$ cat config.mk
export PLATFORM = sky130hd
export DESIGN_NAME = parallel_port_interface_adapter
export DESIGN_NICKNAME = d
export VERILOG_FILES = /design/src/rtl/core/pia_pkg.sv /design/src/rtl/core/parallel_port_interface_adapter.sv /design/src/rtl/core/pia_port.sv
export SDC_FILE = /design/constraint.sdc
export NUM_CORES = 1
export LEC_CHECK = 0
export BUFFER_PORTS_ARGS = -buffer_cell sky130_fd_sc_hd__clkbuf_2
export CAP_MARGIN = 20
export CORE_ASPECT_RATIO = 0.7
export CORE_UTILIZATION = 60
export CTS_CLUSTER_DIAMETER = 40
export DETAILED_ROUTE_END_ITERATION = 7
export HOLD_SLACK_MARGIN = 0.12
export PLACE_DENSITY = 0.8
export SYNTH_ARGS = -nofsm -noshare
export SYNTH_HDL_FRONTEND = slang
export SYNTH_HIERARCHICAL = 1
export SYNTH_SLANG_ARGS = --single-unit
$ cat constraint.sdc
create_clock -name clk_i -period 2.6 [get_ports clk_i]
set_clock_uncertainty 0.05 [all_clocks]
set_input_delay 0.26 -clock clk_i [delete_from_list [all_inputs] [get_ports clk_i]]
set_output_delay 0.26 -clock clk_i [all_outputs]
set_load 0.01 [all_outputs]
$ cat src/rtl/core/pia_pkg.sv
// Shared types, codes and control-register bit positions for the parallel port adapter.
package pia_pkg;

  localparam logic [1:0] FuncRead  = 2'd0;
  localparam logic [1:0] FuncWrite = 2'd1;
  localparam logic [1:0] FuncLine  = 2'd2;
  localparam logic [1:0] FuncPins  = 2'd3;

  localparam logic [1:0] LineC1A = 2'd0;
  localparam logic [1:0] LineC2A = 2'd1;
  localparam logic [1:0] LineC1B = 2'd2;
  localparam logic [1:0] LineC2B = 2'd3;

  localparam int unsigned CrC1Rise  = 1;
  localparam int unsigned CrSelData = 2;
  localparam int unsigned CrC2Rise  = 4;
  localparam int unsigned CrC2Out   = 5;

  localparam int unsigned CtrlW = 6;
  localparam int unsigned DataW = 8;

  typedef struct packed {
    logic [1:0]       func;
    logic [1:0]       addr;
    logic [DataW-1:0] wdata;
    logic [1:0]       line_sel;
    logic             line_level;
  } pia_in_t;

  typedef struct packed {
    logic [DataW-1:0] rdata;
    logic [3:0]       irq_flags;
  } pia_out_t;

  typedef struct packed {
    logic             rd;
    logic             wr;
    logic             ctrl;
    logic             c1_chg;
    logic             c2_chg;
    logic             level;
    logic             pins_wr;
    logic [DataW-1:0] wdata;
  } pia_port_cmd_t;

  typedef struct packed {
    logic [DataW-1:0] rdata;
    logic             flag1;
    logic             flag2;
  } pia_port_sts_t;

endpackage

$ cat src/rtl/core/parallel_port_interface_adapter.sv
// Top level of the two-port parallel interface adapter with registered input and result stages.
// An accepted item is registered, then processed against the port state as both stages advance
// together, and its result is presented from the result register.
// Throughput is one item per cycle while the result register is empty or its result is taken.
// The input stage is held only while the result register is full and not being taken.
// Reset clears all port registers, flags, held line levels and both stage valid bits.
module parallel_port_interface_adapter import pia_pkg::*; (
  input  logic     clk_i,
  input  logic     rst_ni,
  input  logic     in_valid_i,
  output logic     in_ready_o,
  input  pia_in_t  in_item_i,
  output logic     out_valid_o,
  input  logic     out_ready_i,
  output pia_out_t out_item_o
);

  logic          s1_valid_q;
  pia_in_t       s1_item_q;
  logic          out_valid_q;
  pia_out_t      res_q, res_d;
  logic          out_load;
  logic          s1_fire;
  logic          in_fire;
  pia_port_cmd_t cmd_a, cmd_b;
  pia_port_sts_t sts_a, sts_b;

  assign out_load   = !out_valid_q || out_ready_i;
  assign s1_fire    = s1_valid_q && out_load;
  assign in_ready_o = !s1_valid_q || out_load;
  assign in_fire    = in_valid_i && in_ready_o;

  always_comb begin
    cmd_a         = '0;
    cmd_b         = '0;
    cmd_a.wdata   = s1_item_q.wdata;
    cmd_b.wdata   = s1_item_q.wdata;
    cmd_a.level   = s1_item_q.line_level;
    cmd_b.level   = s1_item_q.line_level;
    cmd_a.ctrl    = s1_item_q.addr[0];
    cmd_b.ctrl    = s1_item_q.addr[0];
    if (s1_fire) begin
      unique case (s1_item_q.func)
        FuncRead: begin
          cmd_a.rd = !s1_item_q.addr[1];
          cmd_b.rd = s1_item_q.addr[1];
        end
        FuncWrite: begin
          cmd_a.wr = !s1_item_q.addr[1];
          cmd_b.wr = s1_item_q.addr[1];
        end
        FuncLine: begin
          cmd_a.c1_chg = (s1_item_q.line_sel == LineC1A);
          cmd_a.c2_chg = (s1_item_q.line_sel == LineC2A);
          cmd_b.c1_chg = (s1_item_q.line_sel == LineC1B);
          cmd_b.c2_chg = (s1_item_q.line_sel == LineC2B);
        end
        FuncPins: begin
          cmd_a.pins_wr = !s1_item_q.addr[1];
          cmd_b.pins_wr = s1_item_q.addr[1];
        end
        default: begin
          cmd_a.rd = 1'b0;
        end
      endcase
    end
  end

  pia_port u_port_a (
    .clk_i  (clk_i),
    .rst_ni (rst_ni),
    .cmd_i  (cmd_a),
    .sts_o  (sts_a)
  );

  pia_port u_port_b (
    .clk_i  (clk_i),
    .rst_ni (rst_ni),
    .cmd_i  (cmd_b),
    .sts_o  (sts_b)
  );

  assign res_d.rdata     = sts_a.rdata | sts_b.rdata;
  assign res_d.irq_flags = {sts_b.flag2, sts_b.flag1, sts_a.flag2, sts_a.flag1};

  always_ff @(posedge clk_i or negedge rst_ni) begin
    if (!rst_ni) begin
      s1_valid_q  <= 1'b0;
      out_valid_q <= 1'b0;
    end else begin
      if (in_ready_o) begin
        s1_valid_q <= in_valid_i;
      end
      if (out_load) begin
        out_valid_q <= s1_valid_q;
      end
    end
  end

  always_ff @(posedge clk_i) begin
    if (in_fire) begin
      s1_item_q <= in_item_i;
    end
    if (s1_fire) begin
      res_q <= res_d;
    end
  end

  assign out_valid_o = out_valid_q;
  assign out_item_o  = res_q;

  property p_stall_only_when_blocked;
    @(posedge clk_i) disable iff (!rst_ni)
      (s1_valid_q && !s1_fire) |-> (out_valid_q && !out_ready_i);
  endproperty
  assert property (p_stall_only_when_blocked)
    else $error("Input stage held while the result register could load.");

  property p_result_from_stage;
    @(posedge clk_i) disable iff (!rst_ni)
      $rose(out_valid_q) |-> $past(s1_fire);
  endproperty
  assert property (p_result_from_stage)
    else $error("Result appeared without an item leaving the input stage.");

  property p_rdata_zero_off_read;
    @(posedge clk_i) disable iff (!rst_ni)
      (s1_fire && (s1_item_q.func != FuncRead)) |-> (res_d.rdata == '0);
  endproperty
  assert property (p_rdata_zero_off_read)
    else $error("Nonzero read data for an item that is not a bus read.");

  property p_single_port_read;
    @(posedge clk_i) disable iff (!rst_ni)
      !(cmd_a.rd && cmd_b.rd);
  endproperty
  assert property (p_single_port_read)
    else $error("Both ports selected for one read.");

endmodule

$ cat src/rtl/core/pia_port.sv
// One port of the adapter: its registers, control-line edge flags and read view.
module pia_port import pia_pkg::*; (
  input  logic          clk_i,
  input  logic          rst_ni,
  input  pia_port_cmd_t cmd_i,
  output pia_port_sts_t sts_o
);

  logic [CtrlW-1:0] ctrl_q, ctrl_d;
  logic [DataW-1:0] out_q, out_d;
  logic [DataW-1:0] dir_q, dir_d;
  logic [DataW-1:0] pins_q, pins_d;
  logic             flag1_q, flag1_d;
  logic             flag2_q, flag2_d;
  logic             lvl1_q, lvl1_d;
  logic             lvl2_q, lvl2_d;
  logic             sel_data;
  logic [DataW-1:0] rd_view;

  assign sel_data = ctrl_q[CrSelData];

  always_comb begin
    if (cmd_i.ctrl) begin
      rd_view = {flag1_q, flag2_q & ~ctrl_q[CrC2Out], ctrl_q};
    end else if (sel_data) begin
      rd_view = (pins_q & ~dir_q) | (out_q & dir_q);
    end else begin
      rd_view = dir_q;
    end
  end

  always_comb begin
    ctrl_d  = ctrl_q;
    out_d   = out_q;
    dir_d   = dir_q;
    pins_d  = pins_q;
    flag1_d = flag1_q;
    flag2_d = flag2_q;
    lvl1_d  = lvl1_q;
    lvl2_d  = lvl2_q;
    if (cmd_i.rd && !cmd_i.ctrl && sel_data) begin
      flag1_d = 1'b0;
      flag2_d = 1'b0;
    end
    if (cmd_i.wr) begin
      if (cmd_i.ctrl) begin
        ctrl_d = cmd_i.wdata[CtrlW-1:0];
      end else if (sel_data) begin
        out_d = cmd_i.wdata;
      end else begin
        dir_d = cmd_i.wdata;
      end
    end
    if (cmd_i.pins_wr) begin
      pins_d = cmd_i.wdata;
    end
    if (cmd_i.c1_chg && (cmd_i.level != lvl1_q)) begin
      lvl1_d = cmd_i.level;
      if (cmd_i.level == ctrl_q[CrC1Rise]) begin
        flag1_d = 1'b1;
      end
    end
    if (cmd_i.c2_chg && !ctrl_q[CrC2Out] && (cmd_i.level != lvl2_q)) begin
      lvl2_d = cmd_i.level;
      if (cmd_i.level == ctrl_q[CrC2Rise]) begin
        flag2_d = 1'b1;
      end
    end
  end

  always_ff @(posedge clk_i or negedge rst_ni) begin
    if (!rst_ni) begin
      ctrl_q  <= '0;
      out_q   <= '0;
      dir_q   <= '0;
      pins_q  <= '0;
      flag1_q <= 1'b0;
      flag2_q <= 1'b0;
      lvl1_q  <= 1'b0;
      lvl2_q  <= 1'b0;
    end else begin
      ctrl_q  <= ctrl_d;
      out_q   <= out_d;
      dir_q   <= dir_d;
      pins_q  <= pins_d;
      flag1_q <= flag1_d;
      flag2_q <= flag2_d;
      lvl1_q  <= lvl1_d;
      lvl2_q  <= lvl2_d;
    end
  end

  assign sts_o.rdata = cmd_i.rd ? rd_view : '0;
  assign sts_o.flag1 = flag1_d;
  assign sts_o.flag2 = flag2_d;

endmodule

==> impl_metrics.py <==
metrics = {
    "hold_path": {
        "hold_class": "primary input to async pin",
    },
    "timing": {
        "fin_tns_setup_ps": 0,
        "rsz0062_at_grt": "false",
        "worst-slew-pin-transition_ps": 828,
        "final.setup.worst_slack_ps": 488,
        "max_freq_mhz": 474,
        "setup_violations": 0,
        "slew_viol_final": 0,
        "fin_crit_ps": 2110,
        "max_slew_margin": 0.443,
        "hold_viol": 0,
        "period_share": 0.812,
    },
    "global_route": {
        "grtUsageMet1": 0.341,
        "top_usage_layer": "met2",
        "grt_use_met3": 0.0728,
        "grt_pass1_wl_mm": 14.1,
        "grt_util_all_layers": 0.255,
        "gr-usage-met2": 0.405,
        "grt_pass1_vias": 2698,
        "grt-ovfl-total": 0,
        "grt_max_degree": 71,
        "antenna_found_initial": 0,
    },
    "yosys": {
        "async_reset_ff_frac": 0.722,
        "synth_cell_types": 34,
        "synth_flop_cell": "dfrtp_1",
        "synth_top_area_share": 0.401,
        "netlist_instances": 320,
        "yosys.area.top_type": "dfrtp_1",
        "ys_seq_area_frac": 0.587,
        "synth-edff-count": 27,
        "yosysWarnings": 6,
        "syn_area_per_cell_um2": 13.6,
        "netlist_top_cells_area": "dfrtp_1 (40%), edfxtp_1 (19%), mux2_2 (17%), a311o_1 (2.8%), a21boi_1 (2.1%)",
        "synth_nets": 339,
        "ys_ff_latch": 97,
        "netlist_area_um2": 4360,
    },
    "route": {
        "routed_wl_mm": 8.63,
        "remaining_drc_errors": 0,
        "avgViaCountPerCell": 5.69,
        "drt_first_pass_iters": 4,
        "ant_nets": 0,
        "route.vias.total": 2699,
        "drt_first_iter_violations": 131,
        "wl_per_cell_um": 18.2,
    },
    "worst_setup_path": {
        "worst_setup_path_end_kind": "flop",
        "cpPeakStageDelay_ps": 660,
        "crit_type": "flop to flop",
        "worstPathMaxFanout": 6,
        "crit_arrival_ps": 2200,
        "crit_path_start_kind": "flop",
        "crit_slowest_cell": "nor4_1",
        "crit_required_ps": 2690,
        "cp_cell_sequence": "nand2b_1 -> nor4_1 -> nand3b_1 -> a22o_1",
    },
    "floorplan": {
        "die_x_um": 104,
        "initial_utilization": 0.634,
        "fp.dieH_um": 73.3,
        "core_um2": 6880,
        "num_rows": 25,
        "ioPinCount": 33,
        "dieArea_um2": 7620,
    },
    "clock_tree": {
        "path_clk_slew_ps": 90,
        "cts_tree": "yes",
        "clk_path_buf_depth": 2,
        "cts_max_level": 3,
        "root_buffer": "clkbuf_8",
        "ctsResizeCount": 0,
        "clock_sinks": 97,
        "numCtsBuffers": 9,
        "clock_latency_ps": 380,
    },
    "place": {
        "io_buffer_count": 32,
        "pre_cts_slack_ps": 521,
        "gp_congestion": 0.777,
        "hpwl_mm": 5.83,
    },
    "layout": {
        "final_nets": 394,
        "n_antenna_cell": 0,
        "areaGrowthSynthToFinish_pct": 13.5,
        "drive_above_1_share": 0.363,
    },
    "run": {
        "drv_cap": 0,
    },
    "pwr": {
        "powerDensity_nw_per_um2": 751,
        "leakage_uw": 0.00215,
        "peakVddDrop_uv": 489,
    },
    "outcome": {
        "status": "completed",
    },
}
-- state kept, by name (all words and copies together) (netlist names), 5 cells and up --
signal           cells
out_item_o          12
cmd_a               10
u_port_a/dir_q       8
u_port_a/out_q       8
u_port_a/pins_q      8
u_port_b/dir_q       8
u_port_b/out_q       8
u_port_b/pins_q      8
u_port_a/ctrl_q      6
u_port_b/ctrl_q      6
s1_item_q            5
-- power by group --
| group | switching (µW) | total, µW | internal, µW | leakage [µW] |
|---|---|---|---|---|
| clock | 540 | 900 | 359 | 0.0000961 |
| sequential | 262 | 2160 | 1900 | 0.00115 |
| combinational | 262 | 658 | 396 | 0.000901 |
| total | 1060 | 3720 | 2650 | 0.00215 |
-- cell type report --
type / instances / area (µm²)
clock buffer: 9 / 124
clock inverter: 7 / 52.6
fill: 497 / 1930
inverter: 12 / 45.0
multi-input combinational: 193 / 1610
sequential: 97 / 2560
tap: 94 / 118
timing repair buffer: 62 / 440
-- metal layers --
layer | wire, µm | vias up
met5 | 0 | -
met4 | 173 | 0
met3 | 444 | 12
met2 | 3990 | 55
met1 | 4020 | 1356
li1 | - | 1276
-- through the flow --
| step | area [µm²] | cells | total power (µW) | utilization | hold WS (ps) |
|---|---|---|---|---|---|
| after floorplan | 4360 | 320 | 2660 | - | -85.6 |
| after global placement | 4600 | 441 | 2780 | 0.669 | 257 |
| after detailed placement | 4600 | 441 | 2830 | 0.669 | 263 |
| after CTS | 4950 | 474 | 3740 | 0.719 | 384 |
| after global routing | 4950 | 474 | 3910 | 0.719 | 412 |
| final | 4950 | 474 | 3720 | 0.719 | 387 |
-- cells in the final DEF (no fill, tap or decap), drive strengths merged --
cell type and n:
nor4 1, nor4bb 2, nor3 2, and3b 4
or2 9, mux2 64, edfxtp 27, nand4bb 2
nor4b 3, o31a 2, nand4b 1, nor2 4
nand2 19, dlygate4sd3 17, o21ai 8, nor2b 6
a22o 2, and2 4, nand2b 5, a311o 12
dfrtp 70, a21oi 14, clkinv 3, nor3b 6
inv 16, a21boi 15, or4b 1, clkbuf 40
nand3b 6, buf 14, a21o 1
-- synthesized netlist by cell type (all sizes together), types with 5 or more instances --
cell type,instances
a311o,12
dfrtp,70
edfxtp,27
nand2b,5
nor3b,6
or2,9
nor2b,6
nand3b,6
buf,17
mux2,64
o21ai,8
a21boi,15
nand2,19
a21oi,14
inv,12
-- cells by family after synthesis --
kind of cell	count (synthesis)	synth area share
flops	97	0.587
mux	64	0.165
compound gates	54	0.0883
simple gates	75	0.114
buf+inv	30	0.0456
-- worst paths after layout --
path,from,endpoint,slack (ps),cells past startpoint
worst max register to register,s1_item_q[14]$_DFFE_PP_,out_item_o[0]$_DFFE_PP_,490,4
min in group clk_i,out_ready_i,out_valid_o$_DFFE_PN0P_,400,3
worst min-delay path,rst_ni,u_port_b/flag2_q$_DFF_PN0_,390,3
worst min register to register,u_port_a/pins_q[6]$_DFFE_PN0P_,u_port_a/pins_q[6]$_DFFE_PN0P_,460,1
worst max-delay path,s1_item_q[14]$_DFFE_PP_,out_item_o[0]$_DFFE_PP_,490,4
max in group asynchronous,rst_ni,u_port_a/pins_q[0]$_DFFE_PN0P_,1820,3
-- worst max-delay path, delay by kind of cell (launching register included) --
family	cells	cell delay, ps
DFF	1	460
and+or+nand+nor	3	1080
AOI/OAI and AO/OA	1	290
-- timing repair --
action,CTS,global route
setup buffers,0,0
endpoints found under the setup margin,0,0
hold endpoints to repair,86,0
hold buffers,17,0
Note: power is estimated with default switching activity, not from simulation.
